==> config.mk <==
export PLATFORM = sky130hd
export DESIGN_NAME = tcsa_unit
export DESIGN_NICKNAME = d
export VERILOG_FILES = /design/src/rtl/core/tcsa_pkg.sv /design/src/rtl/core/tcsa_unit.sv
export SDC_FILE = /design/constraint.sdc
export NUM_CORES = 2
export LEC_CHECK = 0
export ABC_CLOCK_PERIOD_IN_PS = 15730
export BUFFER_PORTS_ARGS = -buffer_cell sky130_fd_sc_hd__clkbuf_2
export CORE_MARGIN = 4
export CORE_UTILIZATION = 60
export DETAILED_ROUTE_END_ITERATION = 10
export GPL_ROUTABILITY_DRIVEN = 0
export PLACE_DENSITY_LB_ADDON = 0.08
export SYNTH_ARGS = -nofsm -noshare
export SYNTH_HDL_FRONTEND = slang
export SYNTH_SLANG_ARGS = --single-unit
export TNS_END_PERCENT = 30
==> constraint.sdc <==
create_clock -name clk -period 15.73 [get_ports clk]
set_input_delay 1.573 -clock clk [delete_from_list [all_inputs] [get_ports clk]]
set_output_delay 1.573 -clock clk [all_outputs]
set_load 0.05 [all_outputs]
==> src/rtl/core/tcsa_pkg.sv <==
`default_nettype none
// ----------------------------------------------------------------------------
// tcsa_pkg
// Shared types, constants and helpers for the triangle circumsphere
// accumulator.
// ----------------------------------------------------------------------------
package tcsa_pkg;

  localparam int COORD_W           = 32;
  localparam int SUM_W             = 48;
  localparam int WIDE_W            = 128;
  localparam int MAG_W             = 64;
  localparam int NORM_BITS         = 62;
  localparam int UNIT_FRAC         = 30;
  localparam int THR_W             = 16;
  localparam int DEF_MAX_TRIANGLES = 65536;
  localparam logic [THR_W-1:0] THR_RESET = 16'd1;

  typedef logic signed [WIDE_W-1:0] wide_t;

  typedef struct packed {
    logic signed [COORD_W-1:0] p_x;
    logic signed [COORD_W-1:0] p_y;
    logic signed [COORD_W-1:0] p_z;
    logic signed [COORD_W-1:0] q_x;
    logic signed [COORD_W-1:0] q_y;
    logic signed [COORD_W-1:0] q_z;
    logic signed [COORD_W-1:0] r_x;
    logic signed [COORD_W-1:0] r_y;
    logic signed [COORD_W-1:0] r_z;
    logic                      last_triangle;
  } tri_item_t;

  typedef struct packed {
    logic signed [COORD_W-1:0] center_x;
    logic signed [COORD_W-1:0] center_y;
    logic signed [COORD_W-1:0] center_z;
    logic [COORD_W-1:0]        radius;
    logic [COORD_W-1:0]        max_radius;
    logic signed [COORD_W-1:0] mean_x;
    logic signed [COORD_W-1:0] mean_y;
    logic signed [COORD_W-1:0] mean_z;
    logic                      done_res;
  } res_item_t;

  typedef enum logic [1:0] {
    OP_MAC_ADD,
    OP_MAC_SUB,
    OP_DIV,
    OP_SQRT
  } unit_op_t;

  typedef struct packed {
    logic     start;
    unit_op_t op;
    logic     acc_load;
  } unit_ctl_t;

  typedef struct packed {
    logic busy;
    logic done;
  } unit_sts_t;

  typedef enum logic [4:0] {
    ST_IDLE,
    ST_N_A,
    ST_N_B,
    ST_NORM,
    ST_L2,
    ST_LEN,
    ST_NV,
    ST_D1A,
    ST_D1B,
    ST_D2A,
    ST_D2B,
    ST_DT_A,
    ST_DT_B,
    ST_CHK,
    ST_NUM_A,
    ST_NUM_B,
    ST_TDIV,
    ST_CTR,
    ST_RAD,
    ST_RSQ,
    ST_UPD,
    ST_MEAN,
    ST_FIN
  } state_t;

  function automatic logic [1:0] axis_next(input logic [1:0] a);
    case (a)
      2'd0: return 2'd1;
      2'd1: return 2'd2;
      default: return 2'd0;
    endcase
  endfunction

  function automatic logic [1:0] plane_a(input logic [1:0] k);
    return (k == 2'd2) ? 2'd1 : 2'd0;
  endfunction

  function automatic logic [1:0] plane_b(input logic [1:0] k);
    return (k == 2'd0) ? 2'd1 : 2'd2;
  endfunction

  function automatic wide_t sext32(input logic [31:0] x);
    return {{(WIDE_W-32){x[31]}}, x};
  endfunction

  function automatic wide_t sext33(input logic [32:0] x);
    return {{(WIDE_W-33){x[32]}}, x};
  endfunction

  function automatic wide_t sext64(input logic [63:0] x);
    return {{(WIDE_W-64){x[63]}}, x};
  endfunction

  function automatic wide_t sext48(input logic [SUM_W-1:0] x);
    return {{(WIDE_W-SUM_W){x[SUM_W-1]}}, x};
  endfunction

  function automatic logic [WIDE_W-1:0] abs_wide(input wide_t x);
    return x[WIDE_W-1] ? (~x + 1'b1) : x;
  endfunction

endpackage
`default_nettype wire

==> src/rtl/core/tcsa_unit.sv <==
`default_nettype none
// ----------------------------------------------------------------------------
// tcsa_unit
// Shared bit-serial arithmetic unit: signed multiply-accumulate, unsigned
// restoring divide and integer square root, one bit per cycle.
// ----------------------------------------------------------------------------
module tcsa_unit (
  input  logic                          clk,
  input  logic                          rst,
  input  tcsa_pkg::unit_ctl_t           ctl,
  input  tcsa_pkg::wide_t               acc_init,
  input  tcsa_pkg::wide_t               opa,
  input  tcsa_pkg::wide_t               opb,
  output tcsa_pkg::unit_sts_t           sts,
  output tcsa_pkg::wide_t               acc,
  output logic [tcsa_pkg::WIDE_W-1:0]   quo
);
  import tcsa_pkg::*;

  localparam int AW = WIDE_W + 2;
  localparam int CW = $clog2(WIDE_W + 1);

  unit_op_t          op_r;
  logic              busy;
  logic              done_r;
  logic              sub_r;
  logic [CW-1:0]     cnt;
  logic [WIDE_W-1:0] acc_r;
  logic [WIDE_W-1:0] rb;
  logic [WIDE_W-1:0] rd;
  logic [WIDE_W-1:0] rq;
  logic [AW-1:0]     ra;

  logic [AW-1:0]     rshift;
  logic [AW-1:0]     add_a;
  logic [AW-1:0]     add_b;
  logic              add_sub;
  logic [AW-1:0]     sum;
  logic              ge;

  function automatic logic [MAG_W-1:0] mag64(input logic [MAG_W-1:0] x);
    return x[MAG_W-1] ? (~x + 1'b1) : x;
  endfunction

  assign rshift = {ra[AW-2:0], rb[WIDE_W-1]};

  always_comb begin
    case (op_r)
      OP_MAC_ADD, OP_MAC_SUB: begin
        add_a   = {2'b00, acc_r};
        add_b   = {2'b00, ra[WIDE_W-1:0]};
        add_sub = sub_r;
      end
      OP_DIV: begin
        add_a   = rshift;
        add_b   = {2'b00, rd};
        add_sub = 1'b1;
      end
      default: begin
        add_a   = ra;
        add_b   = {2'b00, rq | rb};
        add_sub = 1'b1;
      end
    endcase
  end

  assign sum = add_a + (add_sub ? ~add_b : add_b) + AW'(add_sub);
  assign ge  = ~sum[AW-1];

  always_ff @(posedge clk) begin
    if (rst) begin
      busy   <= 1'b0;
      done_r <= 1'b0;
    end else begin
      done_r <= 1'b0;
      if (ctl.start) begin
        op_r <= ctl.op;
        busy <= 1'b1;
        case (ctl.op)
          OP_MAC_ADD, OP_MAC_SUB: begin
            if (ctl.acc_load) begin
              acc_r <= acc_init;
            end
            ra    <= AW'(mag64(opa[MAG_W-1:0]));
            rb    <= WIDE_W'(mag64(opb[MAG_W-1:0]));
            sub_r <= opa[MAG_W-1] ^ opb[MAG_W-1] ^ (ctl.op == OP_MAC_SUB);
            cnt   <= CW'(MAG_W);
          end
          OP_DIV: begin
            ra  <= '0;
            rb  <= opa;
            rd  <= opb;
            rq  <= '0;
            cnt <= CW'(WIDE_W);
          end
          default: begin
            ra  <= {2'b00, opa};
            rb  <= WIDE_W'(1) << (WIDE_W - 2);
            rq  <= '0;
            cnt <= CW'(WIDE_W / 2);
          end
        endcase
      end else if (busy) begin
        cnt <= cnt - 1'b1;
        if (cnt == CW'(1)) begin
          busy   <= 1'b0;
          done_r <= 1'b1;
        end
        case (op_r)
          OP_MAC_ADD, OP_MAC_SUB: begin
            if (rb[0]) begin
              acc_r <= sum[WIDE_W-1:0];
            end
            ra <= {ra[AW-2:0], 1'b0};
            rb <= {1'b0, rb[WIDE_W-1:1]};
          end
          OP_DIV: begin
            ra <= ge ? sum : rshift;
            rb <= {rb[WIDE_W-2:0], 1'b0};
            rq <= {rq[WIDE_W-2:0], ge};
          end
          default: begin
            if (ge) begin
              ra <= sum;
              rq <= {1'b0, rq[WIDE_W-1:1]} | rb;
            end else begin
              rq <= {1'b0, rq[WIDE_W-1:1]};
            end
            rb <= {2'b00, rb[WIDE_W-1:2]};
          end
        endcase
      end
    end
  end

  assign sts.busy = busy;
  assign sts.done = done_r;
  assign acc      = acc_r;
  assign quo      = rq;

endmodule
`default_nettype wire

# Word-level counts from Yosys, hierarchy flattened
# Cells that the tools add are included.
# op_classes
bitwise_logic,10
mux,34
eq_ne,10
add_sub_neg,5
reduce_logical,15
# op_table
op,count
2-to-1 mux 128 bit,12
one-hot mux 128 bit (2 select lines),5
2-to-1 mux 130 bit,5
one-hot mux 130 bit (2 select lines),2
adder 130 x 1 -> 130 bit,1
adder 130 bit,1
NOT 130 bit,1
"adder 64 x 1 -> 64 bit, second input constant",2
2-to-1 mux 64 bit,2
NOT 64 bit,2
OR 127 x 128 -> 128 bit,1
OR 128 bit,1
2-to-1 mux 8 bit,3
AND reduction 3 bit,3
"== test 8 x 1 -> 1 bit, second input constant",1
"subtractor 8 x 1 -> 8 bit, second input constant",1
"inequality test 2 bit, second input constant",3
AND reduction 6 bit,1
nonzero test 2 bit,3
2-to-1 mux 1 bit,5
"== test 2 x 1 -> 1 bit, second input constant",2
"== test 2 bit, second input constant",2
zero test 2 bit,2
"inequality test 4 x 2 -> 1 bit, second input constant",1
7 further kinds,12
# totals
regBits,655
wordCells,84
inputBits,390

# Depth between registers and ports, before layout
# depth
word_depth,11
ltp_mapped,22
depth_no_buf,15

# Worst setup path after synthesis
# OpenSTA, ideal clock, no wires.
# synth_path
path_kind,register to register
from,register op_r[0]
to,register ra[0] (enable)
setup_ns,0.697
path_stages_with_launch,21
n_path_buf,7
path_slack_ns,3.750
synth_period_minus_slack_ns,11.980
arrival_time_ns,11.283
cell_sequence,edfxtp_1 clkbuf_1 buf_1 clkbuf_1 buf_1 mux2i_1 a21oi_1 ha_1 clkbuf_1 and4_1 nand2_1 or4_1 nor3_1 nand3_1 o21ai_1 or2_2 a21oi_1 xor2_1 clkbuf_1 clkbuf_1 a31oi_1
# synth_between
elab_chain_cells,9
# synth_lines
element,line,text
"start, declared",tcsa_unit.sv:23,unit_op_t op_r;
"start signal, assigned",tcsa_unit.sv:77,op_r <= ctl.op;
== test 2 x 1 -> 1 bit / zero test 2 bit (equally long branches),"tcsa_unit.sv:48, tcsa_unit.sv:109",
OR reduction 2 bit,"tcsa_unit.sv:48, tcsa_unit.sv:109",
one-hot mux 128 bit (2 select lines),tcsa_unit.sv:48,case (op_r)
NOT 130 bit,tcsa_unit.sv:67,assign sum = add_a + (add_sub ? ~add_b : add_b) + AW'(add_sub);
2-to-1 mux 130 bit,tcsa_unit.sv:67,
adder 130 bit,tcsa_unit.sv:67,
adder 130 x 1 -> 130 bit,tcsa_unit.sv:67,
inequality test 4 x 2 -> 1 bit (no line) *,-,
AND reduction 3 bit (no line) *,-,
"end signal, assigned",tcsa_unit.sv:84,ra <= AW'(mag64(opa[MAG_W-1:0]));
"end signal, assigned",tcsa_unit.sv:97,"ra <= {2'b00, opa};"
"end signal, assigned",tcsa_unit.sv:114,"ra <= {ra[AW-2:0], 1'b0};"
"end, declared",tcsa_unit.sv:32,logic [AW-1:0] ra;
# Mark *: on every way between the ends. The rest lies on a longest branch, timed or not.
# A chain may end at the register's enable or synchronous reset.

# Final worst setup path
# layout_path
from,register op_r[0]
to,register rq[36] (netlist: quo[36]) (data pin)
# layout_between
elab_chain_cells,11
# layout_lines
element,line,text
== test 2 x 1 -> 1 bit / zero test 2 bit (equally long branches),"tcsa_unit.sv:48, tcsa_unit.sv:109",
OR reduction 2 bit,"tcsa_unit.sv:48, tcsa_unit.sv:109",
one-hot mux 128 bit (2 select lines),tcsa_unit.sv:48,
NOT 130 bit,tcsa_unit.sv:67,
2-to-1 mux 130 bit,tcsa_unit.sv:67,
adder 130 bit,tcsa_unit.sv:67,
adder 130 x 1 -> 130 bit,tcsa_unit.sv:67,
2-to-1 mux 128 bit,tcsa_unit.sv:123,if (ge) begin
one-hot mux 128 bit (2 select lines) *,tcsa_unit.sv:109,case (op_r)
2-to-1 mux 128 bit *,tcsa_unit.sv:103,end else if (busy) begin
2-to-1 mux 128 bit *,tcsa_unit.sv:76,if (ctl.start) begin
"end signal, assigned",tcsa_unit.sv:120,"rq <= {rq[WIDE_W-2:0], ge};"
"end signal, assigned",tcsa_unit.sv:125,"rq <= {1'b0, rq[WIDE_W-1:1]} | rb;"
"end signal, assigned",tcsa_unit.sv:127,"rq <= {1'b0, rq[WIDE_W-1:1]};"
"end, declared",tcsa_unit.sv:31,logic [WIDE_W-1:0] rq;
# Mark *: on every way between the ends. The rest lies on a longest branch, timed or not. The select of a mux whose other input is x is not followed.

==> flow_summary.yaml <==
job:
  maxCapViolCount: 0
synthesis:
  synth_top_area_share: 0.391
  synthesis.area_sq_um: 50100
  synth_edf_count: 653
  synth_area_leader_cell: "edfxtp_1"
  synthArstFlopShare: 0
  ys_ff_latch: 655
  syn_area_per_cell_sq_um: 8.31
  syn_inst: 6035
  synthesis.nets: 6558
  yosys.cell_types.count: 85
  synth_area_leaders: "edfxtp_1 (39%), a21oi_1 (7.6%), o21ai_0 (6.4%)"
  synth_seq_area_share: 0.392
  yosysWarnings: 0
  synth_ff_type: "edfxtp_1"
timing:
  hold_violations: 0
  skew_ns: 0.0285
  min_period_over_period: 0.476
  period_needed_ns: 7.49
  slew_headroom: 0.150
  finalSetupViolCount: 0
  rsz0062_at_grt: "false"
  timing.setup.tns_ns: 0
  worst_pin_slew_ns: 1.28
  final_max_slew_viol_count: 0
  fmax_mhz: 133
run_status:
  outcome: "finished, final reports clean"
grt:
  grt_max_degree: 253
  grt_remaining_overflow: 0
  grt_pass1_vias: 46200
  antenna_found_initial: 8
  grt_usage: 0.393
  grt_pass1_wl_microns: 277000
setup_path:
  r2r_slack_ns: 8.24
  cp_data_required_time_ns: 16.05
  critical_path_class: "flop to flop"
  cp-start-kind: "flop"
  ff2ff_path_depth: 17
  rr_startpoint: "op_r[0]$_DFFE_PP_"
  cp_max_fo: 145
  cp-end-kind: "flop"
  crit-reg2reg-capture: "quo[36]$_SDFFCE_PP0P_"
  cp.arrival_ns: 7.82
floorplan:
  initial_core_util: 0.608
  die_x_microns: 297
  fp.dieArea_sq_um: 88300
  io-pin-count: 648
  die_y_microns: 297
  core_area_sq_um: 82500
  num_rows: 105
detailed_routing:
  avgRoutedWirePerCell_microns: 24.5
  drc_errors: 0
  drt_wl_total_microns: 183000
  antenna_left: 0
  initialDrtViolationCount: 7739
  drtPass1Iterations: 9
  num_vias: 50600
  post_drt_via_cell_ratio: 6.77
min_path:
  hold_path.class: "flop to flop"
  hold_depth: 1
  holdPathEnd: "done_r$_SDFF_PP0_"
  min_from: "busy$_SDFF_PP0_"
clock_network:
  cts_made_buffers: 76
  clk_latency_ns: 0.64
  cts_tree: "yes"
  clock-sinks: 655
  ctsHoldBuffers: 0
  path_clk_slew_ns: 0.06
  cts-resized-gates: 0
  clk_path_buf_depth: 3
  htree_num_levels: 3
  root_buffer: "clkbuf_16"
  post_cts_buffers: 0
layout:
  nFillCells: 7004
  final_cell_mix: "nor2_1 (826), a21oi_1 (762), edfxtp_1 (653), clkbuf_2 (646), o21ai_0 (640)"
  drive_gt1_frac: 0.137
  final_common_cell: "nor2_1"
  syn_to_final_growth_pct: 11.5
  nets: 6867
placed_design:
  io_buffers: 647
  dpl.hpwl_microns: 133000
power_and_ir_drop:
  power_uw: 6360
  vdd_drop_max_v: 0.0000874
  leakagePower_uw: 0.0220
  powerDensity_nw_per_um2: 114
-- logic make-up (layout without fill, tap and decap cells) --
kind of cell,count (synthesis),in the layout,share of synthesized area
and+or+nand+nor,2108,2108,0.188
muxes,289,289,0.0581
other,0,7,0
adders and majority gates,133,133,0.0333
AOI/OAI and AO/OA,2011,2011,0.234
DFF,655,655,0.392
buffers and inverters,522,888,0.0393
xor gates and xnor gates,317,317,0.0554
-- worst max path at each step --
stage                 startpoint                    end  slack (ns)  cells past startpoint
3_3_place_gp   op_r[0]$_DFFE_PP_      ra[108]$_DFFE_PP_        8.81                     17
6_report       op_r[0]$_DFFE_PP_  quo[36]$_SDFFCE_PP0P_        8.24                     17
5_1_grt        op_r[0]$_DFFE_PP_  quo[42]$_SDFFCE_PP0P_        8.03                     20
2_1_floorplan  op_r[0]$_DFFE_PP_        ra[0]$_DFFE_PP_        3.75                     20
3_5_place_dp   op_r[0]$_DFFE_PP_  quo[37]$_SDFFCE_PP0P_        8.55                     17
4_1_cts        op_r[0]$_DFFE_PP_      ra[107]$_DFFE_PP_        8.55                     17
-- flip-flops by register name, summed over array words and instances (netlist names) --
name / count
quo: 128
busy: 1
rd: 128
done_r: 1
cnt: 8
rb: 128
sub_r: 1
ra: 130
acc: 128
op_r: 2
-- worst max-delay path, stage by stage (launching register included) --
cell,delay [ns]
edfxtp_1,0.39
buf_4,0.69
buf_12,0.48
nor2_1,0.16
a21oi_1,0.32
a21oi_1,0.13
ha_1,0.50
nand4_1,0.22
or4_1,0.63
nor3_1,0.56
nand3_1,0.15
o21ai_1,0.30
or2_2,0.20
a21oi_1,0.14
xor2_4,0.21
buf_4,0.49
buf_4,0.75
o21ai_0,0.26
-- metrics by stage --
stage                     hold slack, ns   util  cell area (sq um)  setup WS (ns)  instances
final                              0.610  0.678              55900           8.24       7478
after global routing               0.621  0.678              55900           8.03       7477
after CTS                          0.604  0.678              55900           8.55       7471
after detailed placement           0.598  0.649              53600           8.55       7336
after global placement             0.581  0.649              53600           8.81       7336
after floorplan                    0.471      -              50100           3.75       6035
-- synthesized netlist by cell type, types with 70 or more instances --
cell type,number
mux2i_1,274
nand3_1,263
edfxtp_1,653
a21oi_1,762
and3_1,155
nor3_1,104
a31oi_1,145
o21ai_0,640
nor2_1,831
ha_1,132
xnor2_1,78
nand2_1,531
o21a_1,70
clkbuf_1,413
xor2_1,239
-- cell type report --
type	instances	area (sq um)	share of cell area
Multi-Input combinational cell	4858	28600	0.512
Inverter	48	200	0.00358
Clock inverter	36	352	0.00629
Antenna cell	7	17.5	0.000313
Clock buffer	99	1990	0.0356
Timing Repair Buffer	705	3750	0.0670
Sequential cell	655	19600	0.351
Tap cell	1070	1340	0.0239
-- layer usage --
layer	wire length, microns	share of wire	track usage	vias up
met5	21	0.00011	0	-
met4	8220	0.045	0.153	4
met3	22600	0.12	0.0807	530
met2	81400	0.44	0.612	3531
met1	70700	0.39	0.543	23700
li1	-	-	-	22900
-- report_power, final --
part / switching [uW] / internal, uW
sequential: 136 / 2120
clock: 766 / 980
combinational: 1590 / 767
No activity file was read; power rests on OpenSTA's default activity.
